## src/rtl/core/sio_cfg_pkg.sv

```systemverilog
// Shared types and constants for the Super I/O configuration port.
// Holds register addresses, key defaults and the controller/datapath command
// and status structs. No dependencies.
`timescale 1ns / 1ps

package sio_cfg_pkg;

  typedef logic [7:0] byte_t;

  // Global register file is fixed at 0x00..0x2f
  localparam int unsigned GLOBAL_REG_COUNT = 48;
  localparam int unsigned GLB_AW           = 6;

  // Register addresses
  localparam byte_t REG_LDN      = 8'h07;
  localparam byte_t REG_VENDOR   = 8'h20;
  localparam byte_t REG_REVISION = 8'h21;
  localparam byte_t REG_GLB_FF   = 8'h22;
  localparam byte_t DEV_BASE     = 8'h30;
  localparam byte_t REG_ACTIVATE = 8'h30;
  localparam byte_t REG_BASE_HI  = 8'h60;
  localparam byte_t REG_BASE_LO  = 8'h61;
  localparam byte_t REG_IRQ      = 8'h70;

  // Reset values
  localparam byte_t GLB_FF_RST   = 8'hff;
  localparam byte_t LOCK_KEY_RST = 8'haa;

  // Configuration port
  localparam int unsigned CFG_IDX_W  = 2;
  localparam int unsigned CFG_DATA_W = 8;

  typedef enum logic [CFG_IDX_W-1:0] {
    CFG_VENDOR_ID   = 2'd0,
    CFG_REVISION_ID = 2'd1,
    CFG_LOCK_KEY    = 2'd2,
    CFG_UNLOCK_KEY  = 2'd3
  } cfg_reg_e;

  // Stream payload widths
  localparam int unsigned IN_TDATA_W  = 8;
  localparam int unsigned IN_TUSER_W  = 2;
  localparam int unsigned OUT_TDATA_W = 32;

  // Controller -> datapath commands
  typedef struct packed {
    logic clear;   // clearing pass: write one device entry (and one global entry while in range)
    logic accept;  // input transfer this cycle
    logic load;    // load result register
  } cmd_t;

  // Datapath -> controller status
  typedef struct packed {
    logic clear_done;  // last entry of the clearing pass is being written
  } sts_t;

endpackage

```

## src/rtl/core/sio_cfg_ctrl.sv

```systemverilog
// Sequencer for the Super I/O configuration port.
// Runs the post-reset clearing pass, then accept / execute / present per access.
// Depends on sio_cfg_pkg.
`timescale 1ns / 1ps

module sio_cfg_ctrl (
  input  logic              clk_i,
  input  logic              rst_ni,
  input  logic              s_tvalid_i,
  output logic              s_tready_o,
  output logic              m_tvalid_o,
  input  logic              m_tready_i,
  input  sio_cfg_pkg::sts_t sts_i,
  output sio_cfg_pkg::cmd_t cmd_o
);

  typedef enum logic [1:0] {
    ST_CLEAR,
    ST_IDLE,
    ST_EXEC,
    ST_OUT
  } state_e;

  state_e state_q;
  logic   s_tready_q;
  logic   m_tvalid_q;
  logic   accept;

  assign accept = s_tvalid_i && s_tready_q;

  // State and registered handshake outputs
  always_ff @(posedge clk_i or negedge rst_ni) begin
    if (!rst_ni) begin
      state_q    <= ST_CLEAR;
      s_tready_q <= 1'b0;
      m_tvalid_q <= 1'b0;
    end else begin
      case (state_q)
        ST_CLEAR: begin
          if (sts_i.clear_done) begin
            state_q    <= ST_IDLE;
            s_tready_q <= 1'b1;
          end
        end
        ST_IDLE: begin
          if (accept) begin
            state_q    <= ST_EXEC;
            s_tready_q <= 1'b0;
          end
        end
        ST_EXEC: begin
          state_q    <= ST_OUT;
          m_tvalid_q <= 1'b1;
        end
        ST_OUT: begin
          if (m_tready_i) begin
            state_q    <= ST_IDLE;
            m_tvalid_q <= 1'b0;
            s_tready_q <= 1'b1;
          end
        end
        default: begin
          state_q    <= ST_CLEAR;
          s_tready_q <= 1'b0;
          m_tvalid_q <= 1'b0;
        end
      endcase
    end
  end

  // Commands to the datapath
  always_comb begin
    cmd_o.clear  = (state_q == ST_CLEAR);
    cmd_o.accept = accept;
    cmd_o.load   = (state_q == ST_EXEC);
  end

  assign s_tready_o = s_tready_q;
  assign m_tvalid_o = m_tvalid_q;

  // One access in flight: never taking input while a result is offered
  a_no_overlap: assert property (@(posedge clk_i) disable iff (!rst_ni)
    !(s_tready_o && m_tvalid_o))
    else $error("input ready while result pending");

  // An accepted access is executed in the next cycle
  a_accept_exec: assert property (@(posedge clk_i) disable iff (!rst_ni)
    cmd_o.accept |=> cmd_o.load)
    else $error("accepted access not executed");

  // No access taken during the clearing pass
  a_clear_block: assert property (@(posedge clk_i) disable iff (!rst_ni)
    cmd_o.clear |-> !cmd_o.accept)
    else $error("access accepted during clearing pass");

endmodule

```

## config.mk

```make
export PLATFORM = sky130hd
export DESIGN_NAME = sio_cfg_ctrl
export DESIGN_NICKNAME = d
export VERILOG_FILES = /design/src/rtl/core/sio_cfg_pkg.sv /design/src/rtl/core/sio_cfg_ctrl.sv
export SDC_FILE = /design/constraint.sdc
export NUM_CORES = 1
export LEC_CHECK = 0
export ABC_CLOCK_PERIOD_IN_PS = 1250
export BUFFER_PORTS_ARGS = -buffer_cell sky130_fd_sc_hd__buf_4
export CORE_AREA = 2 2 39 41
export DETAILED_ROUTE_END_ITERATION = 16
export DIE_AREA = 0 0 41 43
export SYNTH_ARGS = -nofsm -noshare
export SYNTH_HDL_FRONTEND = slang
export SYNTH_SLANG_ARGS = --single-unit
```

## constraint.sdc

```tcl
create_clock -name clk_i -period 1.25 [get_ports clk_i]
set_input_delay 0.0625 -clock clk_i [delete_from_list [all_inputs] [get_ports clk_i]]
set_output_delay 0.0625 -clock clk_i [all_outputs]
set_load 0.005 [all_outputs]
```

# Yosys cells after proc, flatten, opt, wreduce, memory -nomap -nowiden
# Cells that the tools add are included.
[word_totals] output_inout_bits=5 input_bits=5 word_cells=26 ff_bits=4
[classes] n_mux=10 n_reduce_logical=7 n_eq_ne=6
[ops] operator="$pmux 2 s4" n=1
[ops] operator="$mux 2" n=3
[ops] operator="$ne 2x2->1 const B" n=3
[ops] operator="$eq 2x2->1 const B" n=2
[ops] operator="$mux 1" n=4
[ops] operator="$reduce_and 4->1" n=1
[ops] operator="$pmux 1 s3" n=1
[ops] operator="$reduce_and 3->1" n=1
[ops] operator="$reduce_bool 3->1" n=1
[ops] operator="$eq 2x1->1 const B" n=1
[ops] operator="$logic_not 2->1" n=1
[ops] operator="$pmux 1 s2" n=1
[ops] operator="$reduce_and 2->1" n=1
[ops] operator="$reduce_bool 2->1" n=1
[ops] operator="$logic_and 1x1->1" n=1

# Logic depth before layout (Yosys ltp)
[logic_depth] ltp_word=3 mapped_depth=5 ltp_nobuf=5

# Least setup slack after synthesis
# OpenSTA, ideal clock, no wires.
[synth_timing] path_type="register -> register" start="reg state_q[0]" end="reg state_q[1]" path_buffers=0 arrival_ns=1.281 t_required_ns=1.125 path_stages_with_launch=6 path_slack_ns=-0.156 cell_sequence="dfrtp_1 > inv_1 > ha_1 > nor2b_2 > a211oi_2 > mux2_2"
[synth_lines] item="from (decl)" line="sio_cfg_ctrl.sv:24" text="state_e state_q;"
[synth_lines] item="from (signal assigned)" line="sio_cfg_ctrl.sv:34" text="state_q <= ST_CLEAR;"
[synth_lines] item="from (signal assigned)" line="sio_cfg_ctrl.sv:41" text="state_q <= ST_IDLE;"
[synth_lines] item="from (signal assigned)" line="sio_cfg_ctrl.sv:47" text="state_q <= ST_EXEC;"

# Worst setup path after layout
[layout_timing] start="reg state_q[1]" end="reg state_q[1]"
[layout_between] elab_chain_len=3
[layout_rtl] item="$eq 2x1->1 (tied with other cells)" line="sio_cfg_ctrl.sv:38" text="case (state_q)"
[layout_rtl] item="$ne 2x2->1 (no source line)"
[layout_rtl] item="$reduce_and 3->1 (no source line)"
# Parallel ways exist; a longest one is shown, timed or not.
# A chain may end at the register's enable or synchronous reset.

==> results.json <==
{
  "cp.required_ns": 1.36,
  "timing.final.ws_setup_ns": -0.138,
  "syn-num-nets": 34,
  "drt_iter0_markers": 0,
  "hpwlAfterDp_um": 457,
  "drive_above_1_share_pct": 73.5,
  "drv_cap": 0,
  "max_freq_ghz": 0.721,
  "clock_latency_ns": 0.23,
  "setup_tns_ns": -0.226,
  "fin_nets": 60,
  "ys_types": 14,
  "clkTransAtPathRegs_ns": 0.04,
  "leakage_nw": 0.273,
  "firstDrtPassIters": 1,
  "grt_setup_unrepaired": "true",
  "pre_cts_ws_ns": -0.147,
  "clock-sinks": 4,
  "startpoint_type": "flip-flop",
  "antenna_left": 0,
  "grt_pass1_wl_um": 1140,
  "die_area_um2": 1760,
  "totalPowerFinal_mw": 1.27,
  "vias_per_cell": 4.08,
  "grt_pass1_vias": 279,
  "setup_violations": 2,
  "slew_viol_final": 0,
  "clock_path_buffers": 2,
  "synth-seq-area-share_pct": 37.4,
  "peakVddDrop_uv": 1020,
  "violations": "setup timing",
  "num_rows": 14,
  "ys_seq_elements": 4,
  "wl_um": 664,
  "grt.overflow.total": 0,
  "antenna_found_initial": 0,
  "nFillCells": 148,
  "drc": 0,
  "fin_skew_ns": 0.00774,
  "gp_congestion": 0.674,
  "numCtsBuffers": 3,
  "end_kind": "flip-flop",
  "syn-cell-area_um2": 268,
  "grt_max_degree": 5,
  "num_vias": 265,
  "yosysWarnings": 0,
  "initial_utilization_pct": 19.3,
  "gr-usage-all-layers_pct": 9.98,
  "cellPowerDensity_nw_per_um2": 2240,
  "arrival_ns": 1.49,
  "synth.avg_cell_area_um2": 10.7,
  "period_minus_slack_ns": 1.39,
  "netlist_instances": 25,
  "post-route-period-util_pct": 111,
  "syn_to_final_growth_pct": 112,
  "final_util_pct": 41.0,
  "tritoncts": "built",
  "final-hold-violation-count": 0,
  "die_y_um": 43,
  "die_w_um": 41,
  "clockRootBuffer": "clkbuf_4",
  "critical_path_class": "flip-flop to flip-flop",
  "crit_fanout": 3,
  "n_antenna_cell": 0,
  "tightest_slew_ns": 0.267,
  "hold_slack_ns": 0.0630,
  "status": "finished, violations left",
  "relSlewSlack_pct": 82.0,
  "htree_levels": 1,
  "hp-class": "input pin to flip-flop",
  "port_buffers": 9,
  "routedWlPerCell_um": 10.2,
  "ios": 10,
  "core-area_um2": 1380
}
## Yosys cell counts
master | n | area, um2
nor2b_2 | 1 | 8.76
dfrtp_1 | 4 | 100
o41ai_1 | 2 | 17.5
o32ai_1 | 1 | 8.76
a211oi_2 | 1 | 12.5
nor2_1 | 1 | 3.75
mux2_2 | 1 | 11.3
nand2_1 | 1 | 3.75
nor3_1 | 1 | 5.00
inv_1 | 5 | 18.8
buf_4 | 1 | 7.51
ha_1 | 4 | 50.1
o22ai_1 | 1 | 6.26
nor2b_4 | 1 | 13.8
## cell families (layout without fill, tap and decap cells)
group | after synthesis | in the layout | share of synthesized area, %
buffers and inverters | 6 | 30 | 9.81
AOI/OAI and AO/OA | 5 | 5 | 16.8
and+or+nand+nor | 5 | 5 | 13.1
adders and majority gates | 4 | 4 | 18.7
DFF | 4 | 4 | 37.4
muxes | 1 | 1 | 4.21
## routing by layer
layer / wire length [um] / share of wire (%) / GRT usage, %
met3: 33 / 5.0 / 3.66
met2: 391 / 59 / 15.6
met5: 0 / 0 / 0
met1: 240 / 36 / 10.7
met4: 0 / 0 / 6.00
## registers in the layout, summed over array words and instances (netlist names)
name,count
s_tready_o,1
state_q,2
m_tvalid_o,1
## critical path: stages, from the launching register on
cell,delay [ns]
dfrtp_1,0.40
ha_2,0.20
nor2b_4,0.13
a211oi_2,0.21
mux2_4,0.32
## cell type report
cell class	instances	area (um2)	share of cell area [%]
clock buffers	3	22.5	3.97
inverters	5	18.8	3.31
multi-input cells	15	204	36.0
flip-flops and latches	4	100	17.7
well taps	16	20.0	3.53
repair buffers	22	201	35.5
## path summary, 6_finish.rpt
path | start | to | slack [ns] | cells after the start
max | state_q[1] | state_q[1] | -0.14 | 4
min | m_tready_i | m_tvalid_o | 0.06 | 2
max reg2reg | state_q[1] | state_q[1] | -0.14 | 4
min reg2reg | s_tready_o | s_tready_o | 0.54 | 2
max in group asynchronous | rst_ni | state_q[1] | 0.99 | 2
min in group asynchronous | rst_ni | s_tready_o | 0.15 | 2
## repair_timing
action,4_1_cts,5_1_grt
pin swaps,2,6
hold endpoints to repair,4,0
hold buffers,1,0
setup buffers,2,3
endpoints found under the setup margin,4,5
gates resized for setup,11,8
## metrics by stage
step / cell area (um2) / instances
6_report: 567 / 65
5_1_grt: 567 / 65
4_1_cts: 514 / 62
3_5_place_dp: 410 / 56
3_3_place_gp: 410 / 56
2_1_floorplan: 278 / 25
## cells in the final DEF (no fill, tap or decap)
cell / synthesis / layout
o32ai_2: 0 / 1
ha_1: 4 / 1
clkbuf_4: 0 / 3
nor2b_4: 1 / 2
buf_6: 0 / 9
a211oi_2: 1 / 1
ha_4: 0 / 2
buf_4: 1 / 12
inv_2: 0 / 2
o22ai_1: 1 / 1
nor2_1: 1 / 1
inv_1: 5 / 3
dfrtp_1: 4 / 4
dlygate4sd3_1: 0 / 1
o41ai_1: 2 / 1
nand2_1: 1 / 1
nor3_4: 0 / 1
mux2_4: 0 / 1
ha_2: 0 / 1
o41ai_2: 0 / 1
## power breakdown
group	internal, mW	total (mW)	switching, mW
Sequential	0.195	0.250	0.0555
Clock	0.107	0.156	0.0491
Combinational	0.545	0.862	0.317
No activity file was read; power rests on OpenSTA's default activity.
